<file path="config.mk">
export PLATFORM = sky130hd
export DESIGN_NAME = utf16_to_utf8_transcoder
export DESIGN_NICKNAME = d
export VERILOG_FILES = /design/src/sv/u16u8_pkg.sv /design/src/sv/utf16_to_utf8_transcoder.sv /design/src/sv/u16u8_front.sv /design/src/sv/u16u8_queue.sv /design/src/sv/u16u8_back.sv
export SDC_FILE = /design/constraint.sdc
export NUM_CORES = 1
export LEC_CHECK = 0
export ABC_AREA = 1
export ABC_CLOCK_PERIOD_IN_PS = 6900
export BUFFER_PORTS_ARGS = -buffer_cell sky130_fd_sc_hd__buf_4
export CAP_MARGIN = 10
export CORE_MARGIN = 4
export CORE_UTILIZATION = 60
export CTS_CLUSTER_SIZE = 30
export DETAILED_ROUTE_END_ITERATION = 10
export PLACE_DENSITY = 0.8
export SLEW_MARGIN = 20
export SYNTH_ARGS = -nofsm -noshare
export SYNTH_HDL_FRONTEND = slang
export SYNTH_SLANG_ARGS = --single-unit
</file>
<file path="constraint.sdc">
create_clock -name clock -period 6.9 [get_ports clock]
set_clock_uncertainty 0.2 [all_clocks]
set_input_delay 0.345 -clock clock [delete_from_list [all_inputs] [get_ports clock]]
set_output_delay 0.345 -clock clock [all_outputs]
set_load 0.01 [all_outputs]
</file>
<file path="src/sv/u16u8_pkg.sv">
// Shared types, constants and UTF-8 encoding helpers for the UTF-16/32 to UTF-8 transcoder.
// No dependencies; the design files of the block use this package by scoped names, the checker does not.
`timescale 1ns / 1ps

package u16u8_pkg;

   localparam int CpWidth    = 21;
   localparam int UnitWidth  = 32;
   localparam int QueueDepth = 2;

   localparam logic [CpWidth-1:0]   ReplChar     = 21'h00FFFD;
   localparam logic [CpWidth-1:0]   SuppBase     = 21'h010000;
   localparam logic [UnitWidth-1:0] ScalarMax    = 32'h0010FFFF;
   localparam logic [UnitWidth-1:0] SurrFirst    = 32'h0000D800;
   localparam logic [UnitWidth-1:0] SurrLast     = 32'h0000DFFF;
   localparam logic [5:0]           HighSurrTag  = 6'b110110;
   localparam logic [5:0]           LowSurrTag   = 6'b110111;
   localparam logic [1:0]           ContPrefix   = 2'b10;
   localparam logic [2:0]           Lead2Prefix  = 3'b110;
   localparam logic [3:0]           Lead3Prefix  = 4'b1110;
   localparam logic [4:0]           Lead4Prefix  = 5'b11110;

   // Byte count minus one of an encoded code point
   typedef enum logic [1:0] {
      LEN_1 = 2'd0,
      LEN_2 = 2'd1,
      LEN_3 = 2'd2,
      LEN_4 = 2'd3
   } len_type;

   // One queued word: optional replacement char, then optional code point
   typedef struct packed {
      logic               has_repl;
      logic               has_cp;
      logic [CpWidth-1:0] cp;
      logic               eos;
   } entry_type;

   function automatic len_type cp_len(input logic [CpWidth-1:0] cp);
      len_type len;
      if (cp <= 21'h00007F) begin
         len = LEN_1;
      end else if (cp <= 21'h0007FF) begin
         len = LEN_2;
      end else if (cp <= 21'h00FFFF) begin
         len = LEN_3;
      end else begin
         len = LEN_4;
      end
      return len;
   endfunction

   // Byte number idx of the encoding of cp, whose length code is len
   function automatic logic [7:0] enc_byte(input logic [CpWidth-1:0] cp,
                                           input len_type len,
                                           input logic [1:0] idx);
      logic [7:0] b;
      logic [1:0] sh;
      sh = 2'(len) - idx;
      if (idx == 2'd0) begin
         unique case (len)
            LEN_1: b = {1'b0, cp[6:0]};
            LEN_2: b = {Lead2Prefix, cp[10:6]};
            LEN_3: b = {Lead3Prefix, cp[15:12]};
            LEN_4: b = {Lead4Prefix, cp[20:18]};
            default: b = {1'b0, cp[6:0]};
         endcase
      end else begin
         unique case (sh)
            2'd0: b = {ContPrefix, cp[5:0]};
            2'd1: b = {ContPrefix, cp[11:6]};
            2'd2: b = {ContPrefix, cp[17:12]};
            default: b = {ContPrefix, cp[5:0]};
         endcase
      end
      return b;
   endfunction

endpackage

</file>
<file path="src/sv/utf16_to_utf8_transcoder.sv">
// Top level of the UTF-16/32 to UTF-8 transcoder: front end, word queue, byte serializer.
// Depends on u16u8_pkg, u16u8_front, u16u8_queue and u16u8_back.
`timescale 1ns / 1ps
//
//   channel  direction  handshake            payload
//   req_     in         req_valid/req_stall  code_unit[31:0], end_of_string
//   rsp_     out        rsp_valid/rsp_stall  out_byte[7:0], run_last, string_last
//   csr_     in         csr_valid/csr_ready  unit_mode (csr_ready is always high)
//
// The front end accepts a word while the word queue is not full and yields 0 to 6 bytes;
// the serializer sends one byte per cycle while the result register is not stalled, and a
// held high surrogate pushes no word into the queue. The first byte passes the queue slot,
// the serializer's code point register and the result register on its way to the port.
// Reset is synchronous and clears the held surrogate, mode, queue and result register.
// req_stall rises only while the word queue is full; rsp_stall freezes the result register.

module utf16_to_utf8_transcoder #(
   parameter int QUEUE_DEPTH = u16u8_pkg::QueueDepth
) (
   input  logic        clock,
   input  logic        reset,
   input  logic        req_valid,
   output logic        req_stall,
   input  logic [31:0] req_code_unit,
   input  logic        req_end_of_string,
   output logic        rsp_valid,
   input  logic        rsp_stall,
   output logic [7:0]  rsp_out_byte,
   output logic        rsp_run_last,
   output logic        rsp_string_last,
   input  logic        csr_valid,
   output logic        csr_ready,
   input  logic        csr_unit_mode
);

   u16u8_pkg::entry_type push_entry, head_entry;
   logic                 q_push, q_pop, q_empty, q_full;

   assign csr_ready = 1'b1;

   u16u8_front u_front (
      .clock             (clock),
      .reset             (reset),
      .req_valid         (req_valid),
      .req_stall         (req_stall),
      .req_code_unit     (req_code_unit),
      .req_end_of_string (req_end_of_string),
      .csr_valid         (csr_valid),
      .csr_unit_mode     (csr_unit_mode),
      .q_full            (q_full),
      .q_push            (q_push),
      .q_entry           (push_entry)
   );

   u16u8_queue #(
      .DEPTH (QUEUE_DEPTH)
   ) u_queue (
      .clock      (clock),
      .reset      (reset),
      .push       (q_push),
      .push_entry (push_entry),
      .pop        (q_pop),
      .head_entry (head_entry),
      .empty      (q_empty),
      .full       (q_full)
   );

   u16u8_back u_back (
      .clock           (clock),
      .reset           (reset),
      .q_entry         (head_entry),
      .q_empty         (q_empty),
      .q_pop           (q_pop),
      .rsp_valid       (rsp_valid),
      .rsp_stall       (rsp_stall),
      .rsp_out_byte    (rsp_out_byte),
      .rsp_run_last    (rsp_run_last),
      .rsp_string_last (rsp_string_last)
   );

endmodule

</file>
<file path="src/sv/u16u8_front.sv">
// Front end: accepts code units, pairs surrogates, sanitizes code points, pushes queue words.
// Depends on u16u8_pkg.
`timescale 1ns / 1ps

module u16u8_front (
   input  logic                              clock,
   input  logic                              reset,
   input  logic                              req_valid,
   output logic                              req_stall,
   input  logic [u16u8_pkg::UnitWidth-1:0]   req_code_unit,
   input  logic                              req_end_of_string,
   input  logic                              csr_valid,
   input  logic                              csr_unit_mode,
   input  logic                              q_full,
   output logic                              q_push,
   output u16u8_pkg::entry_type              q_entry
);

   logic       mode_ff, mode_in;
   logic       pending_ff, pending_in;
   logic [9:0] held_ff, held_in;
   logic       accept;
   logic       is_hi, is_lo, is_surr32;
   logic [15:0] unit16;

   assign req_stall = q_full;
   assign accept    = req_valid && !q_full;
   assign unit16    = req_code_unit[15:0];
   assign is_hi     = (unit16[15:10] == u16u8_pkg::HighSurrTag);
   assign is_lo     = (unit16[15:10] == u16u8_pkg::LowSurrTag);
   assign is_surr32 = (req_code_unit >= u16u8_pkg::SurrFirst) &&
                      (req_code_unit <= u16u8_pkg::SurrLast);

   // Classify the unit and decide what the back end emits
   always_comb begin
      mode_in    = mode_ff;
      pending_in = pending_ff;
      held_in    = held_ff;
      q_entry    = '{has_repl: 1'b0, has_cp: 1'b0, cp: '0, eos: req_end_of_string};
      if (mode_ff) begin
         q_entry.has_cp = 1'b1;
         if ((req_code_unit > u16u8_pkg::ScalarMax) || is_surr32) begin
            q_entry.cp = u16u8_pkg::ReplChar;
         end else begin
            q_entry.cp = req_code_unit[u16u8_pkg::CpWidth-1:0];
         end
      end else if (pending_ff && is_lo) begin
         q_entry.has_cp = 1'b1;
         q_entry.cp     = u16u8_pkg::SuppBase + {1'b0, held_ff, unit16[9:0]};
      end else begin
         q_entry.has_repl = pending_ff;
         if (is_hi) begin
            if (req_end_of_string) begin
               q_entry.has_cp = 1'b1;
               q_entry.cp     = u16u8_pkg::ReplChar;
            end else begin
               pending_in = 1'b1;
               held_in    = unit16[9:0];
            end
         end else if (is_lo) begin
            q_entry.has_cp = 1'b1;
            q_entry.cp     = u16u8_pkg::ReplChar;
         end else begin
            q_entry.has_cp = 1'b1;
            q_entry.cp     = {5'd0, unit16};
         end
      end
      if (mode_ff || !(pending_ff && is_lo) && !is_hi || is_hi && req_end_of_string) begin
         pending_in = pending_ff && !accept ? pending_ff : pending_in;
      end
      if (!accept) begin
         pending_in = pending_ff;
         held_in    = held_ff;
      end else if (!(is_hi && !req_end_of_string && !mode_ff)) begin
         pending_in = 1'b0;
      end
      // A register write drops any held surrogate
      if (csr_valid) begin
         mode_in    = csr_unit_mode;
         pending_in = 1'b0;
      end
   end

   assign q_push = accept && (q_entry.has_repl || q_entry.has_cp);

   // Hold mode and surrogate state
   always_ff @(posedge clock) begin
      if (reset) begin
         mode_ff    <= 1'b0;
         pending_ff <= 1'b0;
      end else begin
         mode_ff    <= mode_in;
         pending_ff <= pending_in;
      end
   end

   always_ff @(posedge clock) begin
      held_ff <= held_in;
   end

endmodule

</file>
<file path="src/sv/u16u8_queue.sv">
// Short word queue that decouples the front end from the byte serializer.
// Depends on u16u8_pkg.
`timescale 1ns / 1ps

module u16u8_queue #(
   parameter int DEPTH = u16u8_pkg::QueueDepth
) (
   input  logic                 clock,
   input  logic                 reset,
   input  logic                 push,
   input  u16u8_pkg::entry_type push_entry,
   input  logic                 pop,
   output u16u8_pkg::entry_type head_entry,
   output logic                 empty,
   output logic                 full
);

   localparam int PtrWidth = (DEPTH > 1) ? $clog2(DEPTH) : 1;
   localparam int CntWidth = $clog2(DEPTH + 1);
   localparam logic [PtrWidth-1:0] LastPtr = PtrWidth'(DEPTH - 1);

   u16u8_pkg::entry_type slot_ff [DEPTH];
   logic [PtrWidth-1:0] wr_ptr_ff, wr_ptr_in;
   logic [PtrWidth-1:0] rd_ptr_ff, rd_ptr_in;
   logic [CntWidth-1:0] count_ff, count_in;
   logic                do_push, do_pop;

   assign empty      = (count_ff == '0);
   assign full       = (count_ff == CntWidth'(DEPTH));
   assign do_push    = push && !full;
   assign do_pop     = pop && !empty;
   assign head_entry = slot_ff[rd_ptr_ff];

   // Advance pointers and count
   always_comb begin
      wr_ptr_in = wr_ptr_ff;
      rd_ptr_in = rd_ptr_ff;
      count_in  = count_ff;
      if (do_push) begin
         wr_ptr_in = (wr_ptr_ff == LastPtr) ? '0 : wr_ptr_ff + 1'b1;
      end
      if (do_pop) begin
         rd_ptr_in = (rd_ptr_ff == LastPtr) ? '0 : rd_ptr_ff + 1'b1;
      end
      if (do_push && !do_pop) begin
         count_in = count_ff + 1'b1;
      end else if (do_pop && !do_push) begin
         count_in = count_ff - 1'b1;
      end
   end

   always_ff @(posedge clock) begin
      if (reset) begin
         wr_ptr_ff <= '0;
         rd_ptr_ff <= '0;
         count_ff  <= '0;
      end else begin
         wr_ptr_ff <= wr_ptr_in;
         rd_ptr_ff <= rd_ptr_in;
         count_ff  <= count_in;
      end
   end

   always_ff @(posedge clock) begin
      if (do_push) begin
         slot_ff[wr_ptr_ff] <= push_entry;
      end
   end

endmodule

</file>
<file path="src/sv/u16u8_back.sv">
// Back end: takes queue words and serializes their UTF-8 bytes into the result register.
// Depends on u16u8_pkg.
`timescale 1ns / 1ps

module u16u8_back (
   input  logic                 clock,
   input  logic                 reset,
   input  u16u8_pkg::entry_type q_entry,
   input  logic                 q_empty,
   output logic                 q_pop,
   output logic                 rsp_valid,
   input  logic                 rsp_stall,
   output logic [7:0]           rsp_out_byte,
   output logic                 rsp_run_last,
   output logic                 rsp_string_last
);

   logic                          act_ff, act_in;
   logic                          more_ff, more_in;
   logic                          eos_ff, eos_in;
   logic [u16u8_pkg::CpWidth-1:0] cp_ff, cp_in;
   logic [u16u8_pkg::CpWidth-1:0] next_ff, next_in;
   u16u8_pkg::len_type            len_ff, len_in;
   logic [1:0]                    idx_ff, idx_in;
   logic                          rv_ff, rv_in;
   logic [7:0]                    byte_ff, byte_in;
   logic                          rl_ff, rl_in;
   logic                          sl_ff, sl_in;
   logic                          out_free, emit, last_byte, finish;

   assign out_free  = !rv_ff || !rsp_stall;
   assign emit      = act_ff && out_free;
   assign last_byte = (idx_ff == 2'(len_ff));
   assign finish    = emit && last_byte && !more_ff;
   assign q_pop     = !q_empty && (!act_ff || finish);

   // Emit one byte per cycle while the result register is free, then advance to the next code point or word
   always_comb begin
      act_in  = act_ff;
      more_in = more_ff;
      eos_in  = eos_ff;
      cp_in   = cp_ff;
      next_in = next_ff;
      len_in  = len_ff;
      idx_in  = idx_ff;
      rv_in   = rv_ff;
      byte_in = byte_ff;
      rl_in   = rl_ff;
      sl_in   = sl_ff;
      if (out_free) begin
         rv_in = emit;
      end
      if (emit) begin
         byte_in = u16u8_pkg::enc_byte(cp_ff, len_ff, idx_ff);
         rl_in   = last_byte && !more_ff;
         sl_in   = last_byte && !more_ff && eos_ff;
         if (!last_byte) begin
            idx_in = idx_ff + 2'd1;
         end else if (more_ff) begin
            cp_in   = next_ff;
            len_in  = u16u8_pkg::cp_len(next_ff);
            idx_in  = 2'd0;
            more_in = 1'b0;
         end else begin
            act_in = 1'b0;
         end
      end
      // Load a fresh word from the queue
      if (q_pop) begin
         act_in  = 1'b1;
         idx_in  = 2'd0;
         eos_in  = q_entry.eos;
         next_in = q_entry.cp;
         if (q_entry.has_repl) begin
            cp_in   = u16u8_pkg::ReplChar;
            more_in = q_entry.has_cp;
         end else begin
            cp_in   = q_entry.cp;
            more_in = 1'b0;
         end
         len_in = u16u8_pkg::cp_len(cp_in);
      end
   end

   always_ff @(posedge clock) begin
      if (reset) begin
         act_ff  <= 1'b0;
         more_ff <= 1'b0;
         rv_ff   <= 1'b0;
      end else begin
         act_ff  <= act_in;
         more_ff <= more_in;
         rv_ff   <= rv_in;
      end
   end

   always_ff @(posedge clock) begin
      eos_ff  <= eos_in;
      cp_ff   <= cp_in;
      next_ff <= next_in;
      len_ff  <= len_in;
      idx_ff  <= idx_in;
      byte_ff <= byte_in;
      rl_ff   <= rl_in;
      sl_ff   <= sl_in;
   end

   assign rsp_valid       = rv_ff;
   assign rsp_out_byte    = byte_ff;
   assign rsp_run_last    = rl_ff;
   assign rsp_string_last = sl_ff;

endmodule

</file>
==> results.cfg, run 1 <==
[sta]
fin_crit_sh = 0.407
relSlewSlack = 0.389
holdWs_ns = 0.0283
tightest_slew_ns = 0.916
period_needed_ns = 2.81
setup_viol = 0
fmax_mhz = 356
slew_violations = 0
rsz0062_at_grt = false
hold_viol_final = 0
timing.setup.tns_ns = 0

[finish]
syn_to_final_growth_pct = 19.7
finalNetCount = 740
instances_no_fill = 841
fin_area_mm2 = 0.00730
layout-drive-gt1-share = 0.194
filler_cell_count = 629
antenna-diode-count = 0

[clocking]
cts_resized = 0
htreeDepth = 4
clk_latency_ns = 0.53
ctsLongestPathBuffers = 2
clk_pin_slew_worst_paths_ns = 0.06
cts-buffers-inserted = 17
cts_hold_buf = 19
cts.sink_count = 125
tritoncts = built
root_buffer = clkbuf_8
cts_setup_buffers = 0

[floorplan]
start_util = 0.621
die_x_um = 109
core-area_mm2 = 0.00982
die_h_um = 109
ios = 52
die-area_mm2 = 0.0118
placementRows = 36

[critical_path]
critical_path_buf_inv_count = 1
worstSetupEndpointType = flip-flop
cp_top_family = adder cells
crit_path_start_kind = flip-flop
cp.required_ns = 7.10
worst-path-max-fanout = 46
crit_type = flip-flop to flip-flop
crit_slowest_cell = edfxtp_1
slowest_delay_ns = 0.46
cp_cell_sequence = inv_1 > ha_1 > nand2_4 > nor2_4 > nand2_2 > nand2_4 > nand2_8 > ha_1 > a21oi_1 > o21ai_0 > o21ai_0 > a21oi_1
crit_arrival_ns = 3.01
ff2ff_setup_slack_ns = 4.09

[power_and_ir_drop]
p_int_mw = 2.10
p_per_area_mw_per_mm2 = 449
p_leak_nw = 3.11
p_seq_frac = 0.392
vdd_drop_max_uv = 247
p_clk_frac = 0.267
p_sw_mw = 1.18
comb_power_share = 0.340
switching_share = 0.361
power_mw = 3.28

[outcome]
status = completed

[drt]
drtIter0Drc = 271
wl_per_cell_um = 15.1
post-route-drc-count = 0
ant_nets = 0
routed_wl_um = 12700
dr.pass1.iters = 6
vias_per_cell = 5.40
vias = 4542

[place]
numPortBuffers = 50
gp_congestion = 0.974
dpl_cell_area_mm2 = 0.00652
placed_cells = 790
dp_hpwl_um = 8590

[synthesis]
ys_seq_area_frac = 0.595
synth_nets = 670
synth_area_mm2 = 0.00610
postSynthCellCount = 625
ys_types = 38
ys_warn_count = 0
ys_ff_latch = 125
syn_area_per_cell_um2 = 9.76

[hold_path]
min_path_type = input port to flip-flop

[global_routing]
grt_pass1_wl_um = 20700
antenna_found_initial = 0
grt_pass1_vias = 4653
grt_usage = 0.233
grt_max_degree = 47
grt_remaining_overflow = 0

[job]
maxCapViolCount = 0
==> layout by cell type, fill, tap and decap left out, drive strengths merged <==
| master | count |
|---|---|
| o21ai | 64 |
| nand3 | 38 |
| nor3 | 4 |
| edfxtp | 113 |
| clkinvlp | 5 |
| o22ai | 5 |
| bufinv | 3 |
| dfxtp | 12 |
| conb | 1 |
| a21oi | 18 |
| ha | 6 |
| dlygate4sd3 | 19 |
| mux2i | 4 |
| o211ai | 4 |
| inv | 87 |
| a211oi | 3 |
| or2 | 9 |
| nand4 | 6 |
| clkinv | 8 |
| clkbuf | 17 |
| o221ai | 1 |
| xor2 | 3 |
| nor4 | 1 |
| nand2 | 170 |
| a22o | 2 |
| buf | 51 |
| nor2 | 53 |
| a221oi | 1 |
==> synth_stat cells, drive strengths merged <==
master,n,area share
o221ai,1,0.0014
inv,87,0.055
nor3,4,0.0033
o211ai,4,0.0049
a211oi,3,0.0037
o21ai,64,0.065
buf,14,0.021
nor4,1,0.0010
a21oi,18,0.015
nand2,170,0.11
conb,1,0.00061
dfxtp,12,0.039
xor2,3,0.0043
nand3,38,0.034
clkbuf,5,0.0031
edfxtp,113,0.56
mux2i,4,0.0066
clkinv,1,0.00061
o22ai,5,0.0051
a22o,2,0.0029
ha,6,0.012
nand4,6,0.0062
nor2,53,0.036
or2,9,0.0092
a221oi,1,0.0014
==> metal layers <==
metal  wire (um)  up-vias  part of all wire  global-route usage
met1        4840     2087              0.38               0.244
met2        6580      166              0.52               0.409
met3         690       52             0.054              0.0645
li1            -     2237                 -                   -
met5           0        -                 0                   0
met4         625        0             0.049               0.153
==> registers in the layout, indices dropped and copies added, names as in the netlist, 2 cells and up, named ones only <==
signal / cells
u_queue.slot_ff: 48
u_back.cp_ff: 21
u_back.next_ff: 21
u_front.held_ff: 10
u_back.rsp_out_byte: 8
u_back.idx_ff: 2
u_back.len_ff: 2
u_queue.count_ff: 2
==> logic make-up (layout without fill, tap and decap cells) <==
logic type	Yosys count	after routing	synth area share
flops	125	125	0.595
compound gates	98	98	0.0997
mux	4	4	0.00656
other cells	1	1	0.000615
simple gates	281	281	0.202
buf+inv	107	190	0.0789
xor+xnor	3	3	0.00431
fa+ha+maj	6	6	0.0123
==> path summary, 6_finish.rpt <==
path,from,endpoint,cells after the start
max,u_back.len_ff[0],u_queue.count_ff[1],12
min,req_code_unit[13],u_queue.slot_ff[1][14],3
max reg2reg,u_back.len_ff[0],u_queue.count_ff[1],12
min reg2reg,u_back.more_ff,u_back.more_ff,2
==> power groups by stage <==
stage / Sequential [mW] / Combinational (mW) / Clock (mW)
final: 1.29 / 1.12 / 0.877
after global routing: 1.30 / 1.25 / 0.922
after CTS: 1.29 / 1.12 / 0.887
after detailed placement: 1.30 / 1.09 / 0
after global placement: 1.29 / 1.06 / 0
after floorplan: 1.27 / 0.854 / 0
==> tightest hold or removal path, delay by kind of cell <==
family                 cells  cell delay, ns
AND/OR/NAND/NOR            1            0.11
AO/OA/AOI/OAI              1            0.08
buffers and inverters      1            0.09
==> through the flow <==
stage	utilization	setup slack, ns
final	0.744	4.09
after global routing	0.744	3.91
after CTS	0.743	4.11
after detailed placement	0.664	4.24
after global placement	0.663	4.27
after floorplan	-	3.39
==> layout make-up <==
cell class                      count  area (um^2)  share of cell area
Clock buffer                       17          414              0.0567
Clock inverter                     15          174              0.0238
Inverter                           88          338              0.0462
Multi-Input combinational cell    393         2010               0.275
Sequential cell                   125         3630               0.497
Tap cell                          133          166              0.0228
Timing Repair Buffer               70          573              0.0785
(Power assumes the default switching activity.)
==> run 2: changes to the inputs <==
Settings changed: ABC_CLOCK_PERIOD_IN_PS 6900 to 2700.
Clock period 6.9 ns to 2.7 ns, I/O delays scaled along.
==> run 2 against run 1 <==
Combinational power rose to 2.6 times the previous value. Critical endpoint unchanged. Sequential share of layout area decreased by 1.2 points. Cell count grew 2.5%. Hold slack worse by 0.011 ns. Total power grew to 2.6 times the previous value. Clock-buffer cell count grew 7. Non-clock buffer count up 21. First-iteration DRC count up 6.3%.
==> results.cfg, run 2 (synthesis results as in run 1) <==
[outcome]
status = completed

[finish]
top_register = u_queue.slot_ff
largest_reg_flops = 48
reg_top3 = u_queue.slot_ff: 48 flops, u_back.cp_ff: 21 flops, u_back.next_ff: 21 flops
layout-drive-gt1-share = 0.187
final_common_cell = nand2_1
final_cell_mix = 161 x nand2_1, 113 x edfxtp_1, 81 x inv_1
finalNetCount = 761
antenna-diode-count = 0
syn_to_final_growth_pct = 22.8

[floorplan]
die_x_um = 109
start_util = 0.621
ios = 52
die-area_mm2 = 0.0118
die_h_um = 109
placementRows = 36
core-area_mm2 = 0.00982

[sta]
relSlewSlack = 0.396
rsz0062_at_grt = false
hold_viol_final = 0
timing.setup.tns_ns = 0
worst_slack_ns = 0.273
tightest_slew_ns = 0.905
setup_viol = 0
holdWs_ns = 0.0177
fin_crit_sh = 0.899
slew_violations = 0
fmax_mhz = 412
period_needed_ns = 2.43

[hold_path]
min_to = u_back.idx_ff[0]
hold_start = rsp_stall
hold_depth = 6
min_path_type = input port to flip-flop

[critical_path]
r2r_start = u_back.len_ff[0]
r2r-end = u_queue.count_ff[1]
startpoint = req_code_unit[13]
ff2ff_setup_slack_ns = 0.31
worstSetupEndpointType = flip-flop
worst-path-max-fanout = 9
crit_path_start_kind = input port
crit_arrival_ns = 2.63
reg2regPathDepth = 12
crit_type = input port to flip-flop
cp.required_ns = 2.90

[power_and_ir_drop]
p_per_area_mw_per_mm2 = 1140
p_leak_nw = 3.21
vdd_drop_max_uv = 563

[global_routing]
grt_pass1_vias = 4821
grt_pass1_wl_um = 23500
grt_usage = 0.264
grt_remaining_overflow = 0
grt_max_degree = 44
antenna_found_initial = 0

[drt]
ant_nets = 0
dr.pass1.iters = 5
vias = 4730
post-route-drc-count = 0
wl_per_cell_um = 16.6
drtIter0Drc = 288
routed_wl_um = 14300
vias_per_cell = 5.49

[clocking]
cts_setup_buffers = 0
clk_latency_ns = 0.52
tritoncts = built
clk_pin_slew_worst_paths_ns = 0.06
ctsLongestPathBuffers = 2
cts_resized = 0
cts-buffers-inserted = 17
cts.sink_count = 125
root_buffer = clkbuf_8
htreeDepth = 4

[place]
dp_hpwl_um = 9270
numPortBuffers = 50
pre_cts_slack_ns = 0.303
gp_congestion = 0.925

[job]
maxCapViolCount = 0
-- run 2: changes by cell type in the layout (fill, tap and decap cells not counted) --
| cell | change |
|---|---|
| clkinv_4 | -3 |
| clkinvlp_4 | -5 |
| bufinv_16 | +1 |
| dlygate4sd3_1 | +15 |
| clkbuf_1 | +7 |
| buf_4 | +6 |
-- run 2: layout make-up --
class / instances / area [um^2]
clock inverters: 8 / 140
inverters: 88 / 338
well taps: 133 / 166
flip-flops and latches: 125 / 3630
fillers: 605 / 2330
clock buffers: 24 / 440
multi-input cells: 393 / 2010
repair buffers: 91 / 768
-- run 2: timing repair --
| action | CTS | global route |
|---|---|---|
| setup endpoints to repair | 0 | 0 |
| hold buffers | 34 | 0 |
| hold endpoints to repair | 68 | 0 |
-- run 2: power by group --
group          leakage [nW]  switching, mW  total (mW)  internal, mW
Clock                 0.285          0.797        2.29          1.49
Sequential             1.15          0.284        3.30          3.02
Combinational          1.77           1.94        2.93         0.996
Total                  3.21           3.02        8.52          5.50
-- run 2: critical path, cell delays in order --
cell and delay [ns]:
dlygate4sd3_1 0.55, buf_4 0.15, nor2_2 0.14, nand3_4 0.16, nor2_2 0.26, nand3_1 0.13
nand2_1 0.14, inv_1 0.10, ha_1 0.31, a21oi_1 0.13, o21ai_0 0.14, o21ai_0 0.22
a21oi_1 0.06
-- run 2: per-stage QoR --
step | utilization | instances | instance area [um^2] | power, mW
4_1_cts | 0.762 | 862 | 7480 | 8.53
3_3_place_gp | 0.668 | 796 | 6560 | 6.11
6_report | 0.763 | 862 | 7490 | 8.52
5_1_grt | 0.763 | 862 | 7490 | 9.06
3_5_place_dp | 0.668 | 796 | 6560 | 6.18
2_1_floorplan | - | 625 | 6110 | 5.43
-- run 2: worst max-delay path by stage --
stage | cells past startpoint | end | slack [ns]
6_report | 13 | u_queue.count_ff[1] | 0.27
5_1_grt | 14 | u_queue.count_ff[1] | 0.07
4_1_cts | 6 | u_back.cp_ff[20] | 0.28
3_5_place_dp | 7 | u_back.cp_ff[17] | 0.30
3_3_place_gp | 6 | u_back.cp_ff[17] | 0.36
2_1_floorplan | 14 | u_queue.count_ff[1] | 0.14
-- run 2: routing by layer --
metal,up-vias,wire length (um),GRT usage
li1,2271,-,-
met5,-,0,0
met1,2208,5430,0.287
met4,0,570,0.140
met2,200,7630,0.485
met3,51,662,0.0521
